**config.mk**
```make
export PLATFORM = sky130hd
export DESIGN_NAME = ymodem_block_deframer
export DESIGN_NICKNAME = d
export VERILOG_FILES = /design/src/ymbd_pkg.sv /design/src/ymodem_block_deframer.sv /design/src/ymbd_crc16.sv /design/src/ymbd_ctrl.sv /design/src/ymbd_out_reg.sv
export VERILOG_INCLUDE_DIRS = /design/src /design/src/src
export SDC_FILE = /design/constraint.sdc
export NUM_CORES = 1
export LEC_CHECK = 0
export BUFFER_PORTS_ARGS = -buffer_cell sky130_fd_sc_hd__buf_2
export CAP_MARGIN = 10
export CORE_MARGIN = 1.5
export CORE_UTILIZATION = 59
export CTS_CLUSTER_DIAMETER = 30
export DETAILED_ROUTE_END_ITERATION = 16
export GPL_TIMING_DRIVEN = 0
export PLACE_DENSITY = 0.8
export SLEW_MARGIN = 0
export SYNTH_ARGS = -nofsm -noshare
export SYNTH_HDL_FRONTEND = slang
export SYNTH_HIERARCHICAL = 1
export SYNTH_SLANG_ARGS = --single-unit
```
**constraint.sdc**
```tcl
create_clock -name i_clk -period 3.16 [get_ports i_clk]
set_input_delay 0 -clock i_clk [delete_from_list [all_inputs] [get_ports i_clk]]
set_output_delay 0 -clock i_clk [all_outputs]
set_load 0.02 [all_outputs]
```
**src/ymodem_block_deframer_assert.svh**
```systemverilog
// assertion macros shared by the deframer
`ifndef YMODEM_BLOCK_DEFRAMER_ASSERT_SVH
`define YMODEM_BLOCK_DEFRAMER_ASSERT_SVH

// same-cycle implication, checked outside reset
`define YMBD_ASSERT_NOW(label, clk, rst_n, ante, cons) \
    label: assert property (@(posedge clk) disable iff (!rst_n) (ante) |-> (cons)) \
        else $error("ymbd check failed");

// next-cycle implication, checked outside reset
`define YMBD_ASSERT_NEXT(label, clk, rst_n, ante, cons) \
    label: assert property (@(posedge clk) disable iff (!rst_n) (ante) |=> (cons)) \
        else $error("ymbd check failed");

`endif

```
**src/ymbd_pkg.sv**
```systemverilog
package ymbd_pkg;

    // block lengths in payload bytes
    localparam int SHORT_LEN = 128;
    localparam int LONG_LEN  = 1024;
    localparam int CNT_W     = $clog2(LONG_LEN + 1);
    localparam int OFF_W     = 10;

    // framing bytes
    localparam logic [7:0] BYTE_SOH = 8'h01;
    localparam logic [7:0] BYTE_STX = 8'h02;
    localparam logic [7:0] BYTE_EOT = 8'h04;

    // crc-16 constants
    localparam logic [15:0] CRC_POLY = 16'h1021;
    localparam logic [15:0] CRC_TOP  = 16'h8000;

    typedef enum logic [2:0] {
        EV_BUSY     = 3'd0,
        EV_PAYLOAD  = 3'd1,
        EV_GOOD     = 3'd2,
        EV_EOT      = 3'd3,
        EV_BADSTART = 3'd4,
        EV_NUMBAD   = 3'd5,
        EV_CRCBAD   = 3'd6
    } t_event;

    typedef struct packed {
        t_event             event_res;
        logic [7:0]         payload_byte;
        logic [OFF_W-1:0]   payload_offset;
        logic [7:0]         block_number;
        logic               long_block;
    } t_result;

endpackage

```
**src/ymodem_block_deframer.sv**
```systemverilog
// YMODEM block deframer with CRC-16 check.
// Input channel: one received serial byte per transfer on i_rx_byte,
// handshake i_in_valid / o_in_ready. Output channel: exactly one result
// per input byte (event code, payload byte and offset, block number,
// long-block flag), handshake o_out_valid / i_out_ready.
// A result is registered and presented in the cycle after its byte is accepted.
// Throughput: one byte per cycle while the output is not stalled; the framing
// state and the byte-wide crc update are combinational, ahead of the result register.
// Stall: while a result waits and i_out_ready is low, o_in_ready is low;
// it is high whenever the result register is empty or drains this cycle.
// Reset (i_rst_n low, synchronous): back to hunting for a start byte,
// block number, length flag, counters and crc cleared, result discarded.
// Bytes after a start byte are taken as block data with no resync until
// the trailing crc; a bad block-number complement returns to hunting.
module ymodem_block_deframer
    import ymbd_pkg::*;
(
    input  logic             i_clk,
    input  logic             i_rst_n,
    input  logic             i_in_valid,
    output logic             o_in_ready,
    input  logic [7:0]       i_rx_byte,
    output logic             o_out_valid,
    input  logic             i_out_ready,
    output logic [2:0]       o_event_res,
    output logic [7:0]       o_payload_byte,
    output logic [OFF_W-1:0] o_payload_offset,
    output logic [7:0]       o_block_number,
    output logic             o_long_block
);

`include "ymodem_block_deframer_assert.svh"

    logic    in_xfer;
    logic    slot_free;
    t_result step_res;
    t_result out_res;

    assign o_in_ready = slot_free;
    assign in_xfer    = i_in_valid && slot_free;

    // framing state machine and crc
    ymbd_ctrl u_ctrl (
        .i_clk     (i_clk),
        .i_rst_n   (i_rst_n),
        .i_step    (in_xfer),
        .i_rx_byte (i_rx_byte),
        .o_result  (step_res)
    );

    // result register toward the receiver
    ymbd_out_reg u_out (
        .i_clk       (i_clk),
        .i_rst_n     (i_rst_n),
        .i_load      (in_xfer),
        .i_result    (step_res),
        .i_out_ready (i_out_ready),
        .o_free      (slot_free),
        .o_out_valid (o_out_valid),
        .o_result    (out_res)
    );

    assign o_event_res      = out_res.event_res;
    assign o_payload_byte   = out_res.payload_byte;
    assign o_payload_offset = out_res.payload_offset;
    assign o_block_number   = out_res.block_number;
    assign o_long_block     = out_res.long_block;

    // every accepted byte yields a result in the next cycle
    `YMBD_ASSERT_NEXT(a_xfer_gives_result, i_clk, i_rst_n, in_xfer, o_out_valid)

    // offset stays within the block length
    `YMBD_ASSERT_NOW(a_offset_in_block, i_clk, i_rst_n,
        o_out_valid && o_event_res == EV_PAYLOAD,
        (o_long_block ? (32'(o_payload_offset) < LONG_LEN)
                      : (32'(o_payload_offset) < SHORT_LEN)))

    // payload fields are zero outside payload events
    `YMBD_ASSERT_NOW(a_payload_zero, i_clk, i_rst_n,
        o_out_valid && o_event_res != EV_PAYLOAD,
        o_payload_byte == 8'h00 && o_payload_offset == '0)

endmodule

```
**src/ymbd_crc16.sv**
```systemverilog
module ymbd_crc16
    import ymbd_pkg::*;
(
    input  logic [15:0] i_crc,
    input  logic [7:0]  i_data,
    output logic [15:0] o_crc
);

    // one byte of msb-first crc-16, eight shift steps
    always_comb begin
        logic [15:0] v;
        v = i_crc ^ {i_data, 8'h00};
        for (int k = 0; k < 8; k++) begin
            if ((v & CRC_TOP) != 16'h0000) begin
                v = (v << 1) ^ CRC_POLY;
            end else begin
                v = v << 1;
            end
        end
        o_crc = v;
    end

endmodule

```
**src/ymbd_ctrl.sv**
```systemverilog
module ymbd_ctrl
    import ymbd_pkg::*;
(
    input  logic       i_clk,
    input  logic       i_rst_n,
    input  logic       i_step,
    input  logic [7:0] i_rx_byte,
    output t_result    o_result
);

    typedef enum logic [5:0] {
        PH_HUNT = 6'b000001,
        PH_NUM  = 6'b000010,
        PH_NUMC = 6'b000100,
        PH_DATA = 6'b001000,
        PH_CRCH = 6'b010000,
        PH_CRCL = 6'b100000
    } t_phase;

    t_phase             r_phase,     n_phase;
    logic               r_is_long,   n_is_long;
    logic [7:0]         r_seq,       n_seq;
    logic [CNT_W-1:0]   r_count,     n_count;
    logic [15:0]        r_crc,       n_crc;
    logic [7:0]         r_crc_high,  n_crc_high;
    logic [15:0]        crc_upd;
    logic [CNT_W-1:0]   blk_len;

    ymbd_crc16 u_crc (
        .i_crc  (r_crc),
        .i_data (i_rx_byte),
        .o_crc  (crc_upd)
    );

    assign blk_len = r_is_long ? CNT_W'(LONG_LEN) : CNT_W'(SHORT_LEN);

    // next state and result for the byte on the input
    always_comb begin
        n_phase    = r_phase;
        n_is_long  = r_is_long;
        n_seq      = r_seq;
        n_count    = r_count;
        n_crc      = r_crc;
        n_crc_high = r_crc_high;
        o_result.event_res      = EV_BUSY;
        o_result.payload_byte   = 8'h00;
        o_result.payload_offset = '0;
        case (r_phase)
            PH_HUNT: begin
                if (i_rx_byte inside {BYTE_SOH, BYTE_STX}) begin
                    n_is_long = (i_rx_byte == BYTE_STX);
                    n_phase   = PH_NUM;
                end else if (i_rx_byte == BYTE_EOT) begin
                    o_result.event_res = EV_EOT;
                end else begin
                    o_result.event_res = EV_BADSTART;
                end
            end
            PH_NUM: begin
                n_seq   = i_rx_byte;
                n_phase = PH_NUMC;
            end
            PH_NUMC: begin
                if (~i_rx_byte == r_seq) begin
                    n_phase = PH_DATA;
                    n_count = '0;
                    n_crc   = 16'h0000;
                end else begin
                    o_result.event_res = EV_NUMBAD;
                    n_phase = PH_HUNT;
                end
            end
            PH_DATA: begin
                o_result.event_res      = EV_PAYLOAD;
                o_result.payload_byte   = i_rx_byte;
                o_result.payload_offset = OFF_W'(r_count);
                n_crc   = crc_upd;
                n_count = r_count + 1'b1;
                if (n_count >= blk_len) begin
                    n_phase = PH_CRCH;
                end
            end
            PH_CRCH: begin
                n_crc_high = i_rx_byte;
                n_phase    = PH_CRCL;
            end
            PH_CRCL: begin
                o_result.event_res = ({r_crc_high, i_rx_byte} == r_crc) ? EV_GOOD : EV_CRCBAD;
                n_phase = PH_HUNT;
            end
            default: begin
                n_phase = PH_HUNT;
            end
        endcase
        o_result.block_number = n_seq;
        o_result.long_block   = n_is_long;
    end

    // framing state, advanced once per accepted byte
    always_ff @(posedge i_clk) begin
        if (!i_rst_n) begin
            r_phase    <= PH_HUNT;
            r_is_long  <= 1'b0;
            r_seq      <= 8'h00;
            r_count    <= '0;
            r_crc      <= 16'h0000;
            r_crc_high <= 8'h00;
        end else if (i_step) begin
            r_phase    <= n_phase;
            r_is_long  <= n_is_long;
            r_seq      <= n_seq;
            r_count    <= n_count;
            r_crc      <= n_crc;
            r_crc_high <= n_crc_high;
        end
    end

endmodule

```
**src/ymbd_out_reg.sv**
```systemverilog
module ymbd_out_reg
    import ymbd_pkg::*;
(
    input  logic    i_clk,
    input  logic    i_rst_n,
    input  logic    i_load,
    input  t_result i_result,
    input  logic    i_out_ready,
    output logic    o_free,
    output logic    o_out_valid,
    output t_result o_result
);

    logic    r_valid;
    logic    n_valid;
    t_result r_result;

    // slot is free when empty or drained in this cycle
    assign o_free  = !r_valid || i_out_ready;
    assign n_valid = i_load || (r_valid && !i_out_ready);

    // result register
    always_ff @(posedge i_clk) begin
        if (!i_rst_n) begin
            r_valid <= 1'b0;
        end else begin
            r_valid <= n_valid;
        end
    end

    always_ff @(posedge i_clk) begin
        if (i_load) begin
            r_result <= i_result;
        end
    end

    assign o_out_valid = r_valid;
    assign o_result    = r_result;

endmodule
```
==> results <==
- The via count of the first global-routing pass was around 2,800.
- Dividing the final minimum period by the clock period gives roughly 88%.
- 0 antenna diodes ended up in the layout.
- The final setup violation count is 0.
- Once the floorplan was initialized, standard cells occupied 61.3% of the core.
- Along the worst hold path, the cell count comes to 3.
- Clock skew on the completed layout was measured at 7.55 ps.
- The total count of max-transition violations in the final report is 0.
- The filler cells instantiated in the layout total roughly 500.
- The count of input and output buffers is 43.
- The highest clock rate is between 0.3 and 0.4 GHz.
- STA classifies the critical path startpoint as a register.
- The longest clock path from root to sink contains 2 buffers.
- The number of clock sinks seen by CTS is 81.
- At the worst endpoint, the required time is about 3400 ps.
- The critical path starts at u_ctrl/r_count[0]$_SDFFE_PN0P_.
- The leading area contributor after synthesis is sky130_fd_sc_hd__dfxtp_1.
- The number of core rows is 30.
- The cell family with the largest share of critical-path delay is simple AND/OR/NAND/NOR gates.
- The number of synthesized flops with an enable pin is 30.
- The height of the chip is 87.0 um.
- The arrival time reported for the critical path endpoint is roughly 3100 ps.
- Traced cell by cell, the critical path runs through ha_1 > nand4_1 > nor2_1 > nand2_1 > xnor2_1 > ha_1 > nand2_1 > a211o_1 > o221a_4 > or4_1 > o31ai_1.
- Synthesis produced a netlist with a net count of approximately 410.
- Net switching is approximately 29% of the power.
- The area growth from synthesis to layout is 14.0%.
- The number of different library cells in the post-synthesis netlist is 60.
- For this run, the detailed router's first-pass iteration total came to 5.
- The routed length per instance is between 15 and 20 um.
- The worst hold path class is in2reg.
- The largest incremental delay on the critical path is 410 ps.
- Counting both buffers and inverters, the worst setup path holds a total of 0.
- The half-perimeter wire length after detailed placement is 6040 um.
- The critical path endpoint is u_ctrl/r_phase[2]$_SDFFE_PN0P_.
- The number of vias per cell is around 5.7.
- In the synthesized netlist the async set-or-reset flop fraction comes to 0%.
- In this run the biggest area consumer among cell types represents roughly a quarter of the synthesized area.
- TritonCTS built the clock tree.
- In this run the power spent charging and discharging nets is about 700 uW.
- The floorplan step defined a die boundary enclosing 7580 um2.
- The design internal power is approximately 1.7 mW.
- The deepest level of the CTS H-tree is 3.
- Power spread over the standard cell area amounts to ~500 nW/um2.
- The clock latency of the later-clocked register in the worst-skew pair is about 360 ps.
- Summing every instance area after synthesis gives 4170 um2.
- The run finished with clean final reports.
- Counting the buffers created by CTS gives 9.
- The detailed-route wire length is approximately 8700 um.
- From left edge to right edge, the die measures ~87 um.
- The count of cells resized by post-cts repair is 0.
- The final count of hold timing violations came to 0.
- The buffer type at the clock tree root is sky130_fd_sc_hd__clkbuf_8.
- The first global-routing pass estimated approximately 14,000 um of wire.
- The register clock-pin slew on the reported worst setup and hold paths is 90 ps.
- 44 I/O pins were placed.
- For the final routed database, the setup TNS stands at 0 ps.
- The time the worst path needs with I/O delays and setup is 2770 ps.
- The total number of cells along the worst setup path is 11.
- At the end of routability-driven placement, the weighted congestion stood at about 0.85.
- By instance count, the leading cell after synthesis is sky130_fd_sc_hd__nor2_1.
- The most used flip-flop cell after synthesis is sky130_fd_sc_hd__dfxtp_1.
- The post-synthesis cell count is between 300 and 400.
- The combinational cell fraction of total power is between 10% and 20%.
- The count of warnings emitted by yosys is 6.
- Summed over all layers, the global routing overflow is 0.
- A synthesized cell averages around 11 um2.
- The utilization of the core after routing is a little over two thirds.
- IR analysis of the VDD net gives a maximum drop of approximately 220 uV.
- The fraction of final layout cells sized beyond drive strength 1 is ~22%.
- Across the run, the number of max-cap violations was 0.
- Headroom to the max-slew limit came out at around 47%.
- Sequential cells burn about half of the power.
- The post-layout net count is 466.
- STA classifies the critical path endpoint as a register.
- The register-to-register path setup slack is 390 ps.
- The count of hold-fix buffers inserted at cts is 2.
- The static leakage power is around 1.9 nW.
- Summing over every cut layer, the via total after detailed routing is 3,142.
- The number of setup buffers added after CTS is 0.
- The category of the critical setup timing path is reg2reg.
- The post-synthesis sequential area ratio is 46.1%.
- The residual antenna-violating net count after detailed routing is 0.
- The largest fanout on the critical path is 7.
- The synthesized design contains 81 register bits.
- The core area is a little under 7000 um2.
- For the pin with the worst max-slew slack, the measured transition is approximately 790 ps.
- The share of total power in the clock network is between 30 and 40%.
- The global-route usage over all layers is between 20 and 25%.
- The end of the worst register-to-register path is u_ctrl/r_phase[2]$_SDFFE_PN0P_.
- By count the netlist is led by 54 x sky130_fd_sc_hd__nor2_1, 51 x sky130_fd_sc_hd__dfxtp_1, 30 x sky130_fd_sc_hd__edfxtp_1.
- Setup repair after global routing left no endpoint under its margin.
- The standard cell with the maximum stage delay on the critical path is sky130_fd_sc_hd__dfxtp_1.
- In this run the critical register-to-register path is launched from u_ctrl/r_count[0]$_SDFFE_PN0P_.
- The DRC violation count after routing is 0.
- The violation count after the first detailed-routing iteration is 217.
- Counting cells, the worst reg-to-reg path comes to 11.
- By area the synthesized netlist is led by sky130_fd_sc_hd__dfxtp_1 24%, sky130_fd_sc_hd__edfxtp_1 22%, sky130_fd_sc_hd__xnor2_1 5.5%.
- The initial antenna violation count is 0.
- The pin count of the biggest net entering global routing is 20.
-- worst min path at each step --
| stage | from | endpoint |
|---|---|---|
| finish | i_rx_byte[4] | u_ctrl/r_crc_high[4]$_SDFFE_PN0P_ |
| global placement | i_rst_n | u_out/o_out_valid$_SDFF_PN0_ |
| CTS | i_rx_byte[6] | u_ctrl/r_crc_high[6]$_SDFFE_PN0P_ |
| global route | i_rx_byte[4] | u_ctrl/r_crc_high[4]$_SDFFE_PN0P_ |
| detailed placement | i_rst_n | u_out/o_out_valid$_SDFF_PN0_ |
| floorplan | i_out_ready | o_in_ready |
-- worst min-delay path: stages --
cell and delay (ps):
sky130_fd_sc_hd__buf_2 170, sky130_fd_sc_hd__mux2i_1 140, sky130_fd_sc_hd__nor2_1 50
-- layer usage --
metal	share of wire, %	GRT usage, %	routed length [um]
met5	0	0	0
met4	1.4	9.38	119
met3	5.0	4.93	438
met2	48	38.8	4190
met1	45	32.0	3930
-- area by class of cell --
class,count,area [um2],area share [%]
well taps,96,120,2.53
clock buffers,9,124,2.61
multi-input cells,286,2100,44.1
flip-flops and latches,81,1920,40.4
repair buffers,46,263,5.53
plain buffers,21,126,2.66
inverters,6,22.5,0.474
clock inverters,7,77.6,1.63
-- power by group through the flow --
stage	clock network (mW)	registers [mW]	logic [mW]
after floorplan	0	1.20	0.310
after global placement	0	1.17	0.435
after detailed placement	0	1.17	0.454
after CTS	0.786	1.15	0.458
after global routing	0.822	1.15	0.510
final	0.773	1.14	0.459
-- cells in the final DEF, fill, tap and decap left out, types with 3 or more instances in the layout --
| cell | n |
|---|---|
| sky130_fd_sc_hd__nor2_1 | 54 |
| sky130_fd_sc_hd__dfxtp_1 | 51 |
| sky130_fd_sc_hd__buf_2 | 47 |
| sky130_fd_sc_hd__edfxtp_1 | 30 |
| sky130_fd_sc_hd__xnor2_1 | 26 |
| sky130_fd_sc_hd__nand2_1 | 21 |
| sky130_fd_sc_hd__and2_1 | 19 |
| sky130_fd_sc_hd__o21ai_0 | 18 |
| sky130_fd_sc_hd__a22oi_1 | 18 |
| sky130_fd_sc_hd__mux2i_1 | 16 |
| sky130_fd_sc_hd__xor2_1 | 15 |
| sky130_fd_sc_hd__clkbuf_8 | 11 |
| sky130_fd_sc_hd__clkbuf_1 | 10 |
| sky130_fd_sc_hd__nand4_1 | 9 |
| sky130_fd_sc_hd__nor3_1 | 7 |
| sky130_fd_sc_hd__mux2_2 | 7 |
| sky130_fd_sc_hd__a21oi_1 | 7 |
| sky130_fd_sc_hd__a31oi_1 | 6 |
| sky130_fd_sc_hd__inv_1 | 5 |
| sky130_fd_sc_hd__nor4_1 | 5 |
| sky130_fd_sc_hd__xnor3_1 | 5 |
| sky130_fd_sc_hd__nand3_1 | 4 |
| sky130_fd_sc_hd__buf_4 | 4 |
| sky130_fd_sc_hd__o21a_1 | 4 |
| sky130_fd_sc_hd__xnor2_2 | 4 |
| sky130_fd_sc_hd__inv_6 | 3 |
| sky130_fd_sc_hd__ha_1 | 3 |
| sky130_fd_sc_hd__xor3_1 | 3 |
-- sequential cells by signal, summed over array words and instances, names as in the netlist --
name / count
u_ctrl/r_phase: 6
u_ctrl/r_crc_high: 8
u_out/o_result: 30
u_ctrl/r_is_long: 1
u_out/o_out_valid: 1
u_ctrl/r_count: 11
u_ctrl/r_crc: 16
u_ctrl/r_seq: 8
-- per-stage QoR --
step | worst slack, ps | instance area [um2] | instances | power (mW) | hold slack, ps
global route | 224 | 4750 | 552 | 2.48 | 33.9
detailed placement | 419 | 4530 | 534 | 1.62 | 262
global placement | 256 | 4500 | 533 | 1.60 | 249
CTS | 408 | 4750 | 552 | 2.39 | 25.0
floorplan | 607 | 4170 | 394 | 1.51 | 140
finish | 388 | 4750 | 552 | 2.38 | 42.7
-- cells by family after synthesis --
group,Yosys count,synth area share (%)
simple gates,137,17.0
flops,81,46.1
compound gates,69,11.4
xor+xnor,54,15.3
buf+inv,27,3.57
mux,23,5.73
fa+ha+maj,3,0.901
Power figures use the tool's default switching activity.
